==> src/hw/rtl/ilc_ram.sv <==
module ilc_ram #(
    parameter int WIDTH = 16,
    parameter int DEPTH = 256
) (
    input  logic                     i_clk,
    input  logic                     i_we,
    input  logic [$clog2(DEPTH)-1:0] i_waddr,
    input  logic [WIDTH-1:0]         i_wdata,
    input  logic [$clog2(DEPTH)-1:0] i_raddr,
    output logic [WIDTH-1:0]         o_rdata
);

    logic [WIDTH-1:0] r_mem [DEPTH];

    always_ff @(posedge i_clk) begin
        if (i_we) begin
            r_mem[i_waddr] <= i_wdata;
        end
        o_rdata <= r_mem[i_raddr];
    end

endmodule

==> config.mk <==
export PLATFORM = sky130hd
export DESIGN_NAME = ilc_ram
export DESIGN_NICKNAME = d
export VERILOG_FILES = /design/src/hw/rtl/ilc_ram.sv
export SDC_FILE = /design/constraint.sdc
export NUM_CORES = 2
export LEC_CHECK = 0
export ABC_CLOCK_PERIOD_IN_PS = 3940
export BUFFER_PORTS_ARGS = -buffer_cell sky130_fd_sc_hd__buf_2
export CAP_MARGIN = 20
export CORE_MARGIN = 2
export CORE_UTILIZATION = 40
export DETAILED_ROUTE_END_ITERATION = 10
export MAX_ROUTING_LAYER = met4
export SLEW_MARGIN = 20
export SYNTH_ARGS = -nofsm -noshare
export SYNTH_HDL_FRONTEND = slang
export SYNTH_SLANG_ARGS = --single-unit
==> constraint.sdc <==
create_clock -name i_clk -period 3.94 [get_ports i_clk]
set_clock_uncertainty 0.1 [all_clocks]
set_input_delay 0.788 -clock i_clk [delete_from_list [all_inputs] [get_ports i_clk]]
set_output_delay 0.788 -clock i_clk [all_outputs]
set_load 0.05 [all_outputs]
==> impl_metrics.ini <==
[global_route]
grt_max_degree = 131
antenna_found_initial = 24
grt_pass1_vias = 79600
grt-ovfl-total = 0
grt_pass1_wl_microns = 606000
grt_usage = 0.218

[critical_path]
end_kind = flop
cp_cell_sequence = buf_12 > buf_12 > buf_12 > buf_12 > buf_12 > buf_4 > mux2i_1 > o221ai_1 > o22ai_1 > o21ai_0 > buf_4 > nand4_1 > nor4_1
worst_ep_arrival_time_ns = 4.31
critPathKind = in2reg
crit_path_start_kind = input port
cp_common_cell = buf_12
max_stage_delay_ns = 0.46
crit_fanout = 22
cp_data_required_time_ns = 4.68
slowest_stage = o21ai_0

[cts]
post_cts_buffers = 0
h-tree-depth = 5
numCtsBuffers = 398
cts_hold_buf = 0
cts.sinks = 4112
cts_root_buffer = clkbuf_16
worstSkewPairLatency_ns = 0.99
cts_tree = yes
cts_buffer_depth = 4
cts_resized = 0
clk_pin_slew_ns = 0.06

[route]
drt_iter0_markers = 9711
drc = 0
vias = 80200
wl_microns = 433000
post_drt_wl_per_cell_microns = 31.3
ant_nets = 0
drtPass1Iterations = 8
viasPerCell = 5.81

[logic_synthesis]
ys_seq_elements = 4112
synth-main-ff-cell = edfxtp_1
ys_types = 52
synth_edf_count = 4096
synth-seq-area-share = 0.777
syn-num-nets = 7394
synthArstFlopShare = 0
avgSynthCellArea_sq_um = 21.6
syn_area_sq_um = 159000
synthCells = 7360
yosys_warnings = 0

[layout]
num-fill-cells = 32400
fin_cells = 13800
seq_area_sq_um = 123000
drive_gt1_frac = 0.292
syn_to_final_growth_pct = 16.3
multi_input_area_sq_um = 33000
fin_nets = 8230
final_common_cell = edfxtp_1
layout_common_cells = edfxtp_1, mux4_2, buf_4

[place]
hpwl_microns = 268000
gp_congestion = 0.904
portBuffers = 49
dp_cells = 13000

[sta]
drv_slew = 0
rsz0062_at_grt = no
fmax_ghz = 0.280
finalCritPeriodShare = 0.906
finalSetupViolations = 0
fin_tns_setup_ns = 0
worst_pin_slew_ns = 1.15
max_slew_margin = 0.233
min_period_ns = 3.57
hold_violations = 0

[floorplan]
die_h_microns = 634
ios = 50
rows = 231
coreArea_sq_um = 395000
die_w_microns = 634
dieArea_sq_um = 402000
start_util = 0.401

[power]
p_leak_nw = 59.1
p_total_mw = 92.2
p_per_area_nw_per_um2 = 499
max-vdd-ir-drop_mv = 0.398

[job]
maxCapViolations = 0

[run_status]
outcome = completed

[min_path]
hold_class = in2reg
logic make-up after synthesis:
logic type / Yosys count / share of synthesized area
compound gates: 786 / 0.0354
mux: 1450 / 0.155
flops: 4112 / 0.777
buf+inv: 456 / 0.0169
simple gates: 556 / 0.0157
cell usage after synthesis (9+ instances only):
cell type / n / share of area
o22ai_1: 148 / 0.0058
buf_6: 77 / 0.0055
a221oi_1: 28 / 0.0015
a22oi_1: 43 / 0.0020
o21ai_0: 37 / 0.0012
dfxtp_1: 16 / 0.0020
nand3_1: 35 / 0.0011
buf_8: 11 / 0.0010
mux4_2: 797 / 0.11
edfxtp_1: 4096 / 0.77
a211oi_1: 18 / 0.00085
nor4_1: 17 / 0.00067
nor3_1: 92 / 0.0029
mux2_2: 88 / 0.0062
buf_4: 26 / 0.0012
and3_1: 11 / 0.00043
o32ai_1: 20 / 0.0011
o31ai_1: 16 / 0.00076
o221ai_1: 252 / 0.014
nor2b_1: 9 / 0.00035
nand4_1: 26 / 0.0010
a21oi_1: 175 / 0.0055
nor2_1: 304 / 0.0072
buf_2: 76 / 0.0024
a22o_1: 32 / 0.0018
nand2_1: 38 / 0.00090
clkbuf_1: 230 / 0.0054
buf_1: 27 / 0.00064
mux2i_1: 565 / 0.036
path summary, 6_finish.rpt:
| path | from | endpoint | slack [ns] | cells after the start |
|---|---|---|---|---|
| worst max register to register | r_mem[59][3] | o_rdata[3] | 0.80 | 5 |
| worst min register to register | r_mem[98][2] | o_rdata[2] | 0.93 | 6 |
| worst max-delay path | i_raddr[0] | o_rdata[13] | 0.37 | 13 |
| worst min-delay path | i_wdata[2] | r_mem[227][2] | 0.15 | 1 |
critical path, delay by kind of cell:
family / cells / cell delay [ns]
AO/OA/AOI/OAI: 3 / 1.01
buffers and inverters: 7 / 1.56
multiplexers: 1 / 0.12
AND/OR/NAND/NOR: 2 / 0.73
through the flow:
stage / utilization / area (sq um) / setup slack (ns) / hold slack (ns)
2_1_floorplan: - / 159000 / 0.887 / 0.754
3_3_place_gp: 0.433 / 171000 / -0.505 / 0.930
3_5_place_dp: 0.433 / 171000 / -0.552 / 0.909
4_1_cts: 0.467 / 185000 / 0.457 / 0.108
5_1_grt: 0.467 / 185000 / 0.342 / 0.160
6_report: 0.467 / 185000 / 0.372 / 0.155
layout make-up:
type,count,share of cell area
Sequential cell,4112,0.668
Timing Repair Buffer,888,0.0452
Tap cell,5242,0.0355
Multi-Input combinational cell,2792,0.179
Inverter,4,0.000149
Clock inverter,268,0.0158
Antenna cell,28,0.000380
Clock buffer,467,0.0561
sequential cells by signal, summed over array words and instances (netlist names):
| register | flops |
|---|---|
| r_mem | 4096 |
| o_rdata | 16 |
layer usage:
layer  share of wire  wire (microns)  GRT usage
met3           0.077           33200     0.0348
met4           0.039           16700     0.0787
met1            0.40          173000      0.287
met2            0.48          210000      0.345
met5               0               0          -
power breakdown:
group,internal (mW),switching [mW],total [mW]
sequential,48.2,0.112,48.3
combinational,1.84,3.23,5.07
clock,22.2,16.6,38.8
total,72.2,19.9,92.2
No activity file was read; power rests on OpenSTA's default activity.
