==> src/hw/rtl/ilc_pkg.sv <==
package ilc_pkg;

    localparam int MAX_STEPS  = 256;
    localparam int ADDR_W     = $clog2(MAX_STEPS);
    localparam int STEP_W     = ADDR_W + 1;
    localparam int SIG_W      = 16;
    localparam int SUM_W      = SIG_W + 8;
    localparam int GAIN_W     = 16;
    localparam int LIM_W      = 15;
    localparam int FRAC_BITS  = 12;
    localparam int ACC_W      = 43;
    localparam int CNT_W      = 16;
    localparam int CFG_AW     = 5;
    localparam int CFG_DW     = 32;
    localparam int FIFO_DEPTH = 8;
    localparam int FIFO_AW    = $clog2(FIFO_DEPTH);

    localparam logic signed [SUM_W-1:0] SUM_MAX = {1'b0, {(SUM_W-1){1'b1}}};
    localparam logic signed [SUM_W-1:0] SUM_MIN = {1'b1, {(SUM_W-1){1'b0}}};

    localparam logic signed [GAIN_W-1:0] FORGET_RST = GAIN_W'(4096);
    localparam logic [STEP_W-1:0]        STEPS_RST  = STEP_W'(MAX_STEPS);
    localparam logic [LIM_W-1:0]         LIMIT_RST  = LIM_W'(100);

    typedef enum logic [1:0] {
        OP_UPDATE = 2'd0,
        OP_RECORD = 2'd1,
        OP_START  = 2'd2,
        OP_END    = 2'd3
    } t_op;

    typedef enum logic [1:0] {
        LAW_P   = 2'd0,
        LAW_D   = 2'd1,
        LAW_PD  = 2'd2,
        LAW_PID = 2'd3
    } t_law;

    typedef enum logic [2:0] {
        REG_LAW    = 3'd0,
        REG_GAIN_P = 3'd1,
        REG_GAIN_I = 3'd2,
        REG_GAIN_D = 3'd3,
        REG_FORGET = 3'd4,
        REG_STEPS  = 3'd5,
        REG_LIMIT  = 3'd6
    } t_reg_idx;

    typedef enum logic [1:0] {
        ST_CLEAR = 2'd0,
        ST_RUN   = 2'd1,
        ST_DRAIN = 2'd2,
        ST_SWEEP = 2'd3
    } t_state;

    typedef struct packed {
        t_law                      law;
        logic signed [GAIN_W-1:0]  gain_p;
        logic signed [GAIN_W-1:0]  gain_i;
        logic signed [GAIN_W-1:0]  gain_d;
        logic signed [GAIN_W-1:0]  forget;
        logic [STEP_W-1:0]         steps;
        logic [LIM_W-1:0]          limit;
    } t_cfg;

    typedef struct packed {
        logic signed [SIG_W-1:0] control;
        logic                    step_valid;
        logic [CNT_W-1:0]        trial_count;
    } t_rsp;

endpackage

==> src/hw/rtl/ilc_cfg.sv <==
module ilc_cfg import ilc_pkg::*; (
    input  logic              i_clk,
    input  logic              i_rst_n,
    input  logic              i_psel,
    input  logic              i_penable,
    input  logic              i_pwrite,
    input  logic [CFG_AW-1:0] i_paddr,
    input  logic [CFG_DW-1:0] i_pwdata,
    output logic [CFG_DW-1:0] o_prdata,
    output t_cfg              o_cfg
);

    t_cfg     r_cfg;
    t_reg_idx reg_idx;
    logic     wr_en;

    assign reg_idx = t_reg_idx'(i_paddr[CFG_AW-1:2]);
    assign wr_en   = i_psel && i_penable && i_pwrite;
    assign o_cfg   = r_cfg;

    always_ff @(posedge i_clk) begin
        if (!i_rst_n) begin
            r_cfg.law    <= LAW_P;
            r_cfg.gain_p <= '0;
            r_cfg.gain_i <= '0;
            r_cfg.gain_d <= '0;
            r_cfg.forget <= FORGET_RST;
            r_cfg.steps  <= STEPS_RST;
            r_cfg.limit  <= LIMIT_RST;
        end else if (wr_en) begin
            case (reg_idx)
                REG_LAW:    r_cfg.law    <= t_law'(i_pwdata[1:0]);
                REG_GAIN_P: r_cfg.gain_p <= i_pwdata[GAIN_W-1:0];
                REG_GAIN_I: r_cfg.gain_i <= i_pwdata[GAIN_W-1:0];
                REG_GAIN_D: r_cfg.gain_d <= i_pwdata[GAIN_W-1:0];
                REG_FORGET: r_cfg.forget <= i_pwdata[GAIN_W-1:0];
                REG_STEPS:  r_cfg.steps  <= i_pwdata[STEP_W-1:0];
                REG_LIMIT:  r_cfg.limit  <= i_pwdata[LIM_W-1:0];
                default: ;
            endcase
        end
    end

    always_comb begin
        case (reg_idx)
            REG_LAW:    o_prdata = CFG_DW'(r_cfg.law);
            REG_GAIN_P: o_prdata = CFG_DW'($unsigned(r_cfg.gain_p));
            REG_GAIN_I: o_prdata = CFG_DW'($unsigned(r_cfg.gain_i));
            REG_GAIN_D: o_prdata = CFG_DW'($unsigned(r_cfg.gain_d));
            REG_FORGET: o_prdata = CFG_DW'($unsigned(r_cfg.forget));
            REG_STEPS:  o_prdata = CFG_DW'(r_cfg.steps);
            REG_LIMIT:  o_prdata = CFG_DW'(r_cfg.limit);
            default:    o_prdata = '0;
        endcase
    end

endmodule

==> config.mk <==
export PLATFORM = sky130hd
export DESIGN_NAME = ilc_cfg
export DESIGN_NICKNAME = d
export VERILOG_FILES = /design/src/hw/rtl/ilc_pkg.sv /design/src/hw/rtl/ilc_cfg.sv
export SDC_FILE = /design/constraint.sdc
export NUM_CORES = 1
export LEC_CHECK = 0
export BUFFER_PORTS_ARGS = -buffer_cell sky130_fd_sc_hd__buf_4
export CELL_PAD_IN_SITES_DETAIL_PLACEMENT = 1
export CELL_PAD_IN_SITES_GLOBAL_PLACEMENT = 1
export CORE_MARGIN = 10
export CORE_UTILIZATION = 38
export CTS_CLUSTER_DIAMETER = 150
export DETAILED_ROUTE_END_ITERATION = 12
export GPL_ROUTABILITY_DRIVEN = 1
export GPL_TIMING_DRIVEN = 0
export PLACE_DENSITY_LB_ADDON = 0.25
export RECOVER_POWER = 25
export SLEW_MARGIN = 30
export SYNTH_ARGS = -nofsm -noshare
export SYNTH_HDL_FRONTEND = slang
export SYNTH_SLANG_ARGS = --single-unit
==> constraint.sdc <==
create_clock -name i_clk -period 3.9 [get_ports i_clk]
set_input_delay 0.585 -clock i_clk [delete_from_list [all_inputs] [get_ports i_clk]]
set_output_delay 0.585 -clock i_clk [all_outputs]
set_load 0.05 [all_outputs]
==> results.sh <==
export IMPL_slew_violations=0
export IMPL_cts_tree="done"
export IMPL_hp_class="flip-flop to flip-flop"
export IMPL_cts_resized=0
export IMPL_fin_nets=631
export IMPL_num_rows=38
export IMPL_drc=0
export IMPL_grt_max_degree=16
export IMPL_coreArea_sq_um=10800
export IMPL_period_share_pct=82.9
export IMPL_hp_start="o_cfg[29]"
export IMPL_pre_cts_slack_ns=0.928
export IMPL_setup_viol=0
export IMPL_grtUsageTotal_pct=20.9
export IMPL_power_density_nw_per_um2=339
export IMPL_grt_pass1_wl_mm=25.7
export IMPL_fillers=1300
export IMPL_finalWorstSetupSlack_ns=0.665
export IMPL_reg2reg_to="o_cfg[36]"
export IMPL_cts_buffers=9
export IMPL_final_cell_area_sq_um=5370
export IMPL_yosysTopAreaCellShare_pct=43.2
export IMPL_synth_top_cell_by_area="dfxtp_1"
export IMPL_synth_edff_count=0
export IMPL_regToRegSetupSlack_ns=3.11
export IMPL_portBuffers=127
export IMPL_cp_start_kind="input pin"
export IMPL_required_ns=3.31
export IMPL_area_growth_pct=28.7
export IMPL_start_util_pct=38.6
export IMPL_ir_worst_vdd_uv=153
export IMPL_hold_depth=2
export IMPL_cts_max_level=3
export IMPL_final_util_pct=49.7
export IMPL_largest_register_ffs=90
export IMPL_clk_pin_slew_worst_paths_ns=0.09
export IMPL_syn_inst=436
export IMPL_ctsHoldBuffers=0
export IMPL_crit_fanout=10
export IMPL_wl_mm=16.8
export IMPL_synth_common_cells="111 x nand2_1, 90 x dfxtp_1, 90 x mux2i_1"
export IMPL_antenna_found_initial=0
export IMPL_max_slew_margin_pct=31.9
export IMPL_die_w_um=125
export IMPL_post_synth_num_cell_types=29
export IMPL_clk_path_buf_depth=2
export IMPL_synth_seq_cells=90
export IMPL_yosys_most_used_dff="dfxtp_1"
export IMPL_yosysMostFrequentCell="nand2_1"
export IMPL_final_hold_violation_count=0
export IMPL_place_gp_congestion=0.833
export IMPL_async_flop_share_pct=0
export IMPL_worstSkewPairLatency_ns=0.37
export IMPL_critical_path_class="input pin to output port"
export IMPL_period_minus_slack_ns=3.24
export IMPL_hold_path_endpoint="o_cfg[29]"
export IMPL_worst_slew_pin_slew_ns=1.02
export IMPL_status="finished clean"
export IMPL_r2r_start="o_cfg[36]"
export IMPL_r2r_cells=2
export IMPL_cts_root_buf="clkbuf_8"
export IMPL_yosysWarnings=0
export IMPL_dieArea_sq_um=15600
export IMPL_ys_top_cells_by_area="dfxtp_1 43%, mux2i_1 22%, nand2_1 10%"
export IMPL_setup_tns_ns=0
export IMPL_multi_input_area_sq_um=2080
export IMPL_regArea_sq_um=1800
export IMPL_arrival_ns=2.65
export IMPL_clkSinkCount=90
export IMPL_first_pass_iters=5
export IMPL_num_io_pins=164
export IMPL_syn_cell_area_sq_um=4170
export IMPL_grt_overflow_total=0
export IMPL_detail_route_antenna_nets=0
export IMPL_place_area_sq_um=5360
export IMPL_initialDrtViolationCount=241
export IMPL_leakage_uw=0.00221
export IMPL_vias=3976
export IMPL_dpl_hpwl_mm=12.3
export IMPL_num_antenna_cells=0
export IMPL_layout_drive_gt1_share_pct=25.1
export IMPL_yosysSeqAreaShare_pct=43.2
export IMPL_rsz0062_at_grt="no"
export IMPL_via_per_inst=5.42
export IMPL_synth_avg_cell_area_sq_um=9.56
export IMPL_fp_dieH_um=125
export IMPL_post_cts_setup_buffer_count=0
export IMPL_finClkSkew_ns=0
export IMPL_cap_viol_max_count=0
export IMPL_fmax_mhz=309
export IMPL_wl_per_cell_um=22.9
export IMPL_grt_pass1_vias=4377
export IMPL_end_kind="output port"
==> per-stage QoR <==
| step | cells | power, uW | hold slack [ns] |
|---|---|---|---|
| 6_report | 734 | 1820 | 0.480 |
| 2_1_floorplan | 451 | 1120 | 0.681 |
| 3_3_place_gp | 718 | 1200 | 0.458 |
| 4_1_cts | 734 | 1830 | 0.480 |
| 5_1_grt | 734 | 1880 | 0.502 |
| 3_5_place_dp | 718 | 1200 | 0.467 |
==> worst max-delay path, cell delays in order <==
cell and delay, ns:
clkbuf_4 0.11, clkbuf_1 0.34, nor2b_1 0.28, clkbuf_1 0.60, a22oi_1 0.18, o221ai_1 0.30, buf_4 0.25
==> power breakdown <==
group / switching [uW] / internal (uW)
Clock: 354 / 289
Combinational: 181 / 65.7
Sequential: 6.44 / 925
Total: 542 / 1280
==> cells in the final DEF, fill, tap and decap left out <==
cell	synthesis	layout
nand2_1	111	111
buf_4	18	105
mux2i_1	90	90
dfxtp_1	90	90
clkbuf_1	18	60
a22oi_1	20	20
conb_1	1	16
mux2_2	14	14
clkbuf_8	0	12
o221ai_1	9	9
o21ai_0	9	9
inv_1	8	8
nor2b_1	6	6
buf_2	6	5
o311ai_0	5	5
a221oi_1	4	4
buf_6	5	3
nand3_1	3	3
nor2_1	1	3
nor2_2	4	3
a32oi_1	2	2
o22ai_1	2	2
nand2b_1	2	2
or3_1	2	2
clkinv_4	0	2
mux4_2	1	1
buf_1	1	1
nor3b_1	1	1
nand4b_2	1	1
nand4_1	0	1
inv_6	0	1
clkinvlp_4	0	1
clkbuf_4	0	1
==> worst max path at each step <==
| stage | slack, ns | cells past startpoint | from | end |
|---|---|---|---|---|
| after floorplan | 0.89 | 5 | i_paddr[3] | o_prdata[12] |
| after global placement | 0.95 | 7 | i_paddr[3] | o_prdata[8] |
| after detailed placement | 0.93 | 7 | i_paddr[3] | o_prdata[2] |
| after CTS | 0.90 | 7 | i_paddr[3] | o_prdata[2] |
| after global routing | 0.52 | 7 | i_paddr[3] | o_prdata[2] |
| final | 0.66 | 7 | i_paddr[3] | o_prdata[2] |
==> cell families (layout without fill, tap and decap cells) <==
| logic type | after synthesis | after routing | share of synthesized area, % |
|---|---|---|---|
| AO/OA/AOI/OAI | 51 | 51 | 9.18 |
| multiplexers | 105 | 105 | 25.9 |
| buffers and inverters | 56 | 199 | 7.74 |
| other | 1 | 16 | 0.0899 |
| AND/OR/NAND/NOR | 133 | 133 | 13.9 |
| flip-flops | 90 | 90 | 43.2 |
==> layout make-up <==
cell class                      count  share of cell area (%)
Multi-Input combinational cell    305                    38.7
Sequential cell                    90                    33.6
Timing Repair Buffer              127                    15.0
Buffer                             48                    5.15
Tap cell                          140                    3.26
Clock buffer                       12                    3.08
Clock inverter                      4                   0.630
Inverter                            8                   0.560
==> layer usage <==
metal | routed length (um) | GRT usage, % | up-vias
met1 | 7000 | 24.7 | 1991
met5 | 0 | 0 | -
met2 | 8350 | 36.1 | 157
li1 | - | - | 1800
met3 | 1140 | 4.85 | 28
met4 | 315 | 6.79 | 0
(Power assumes the default switching activity.)
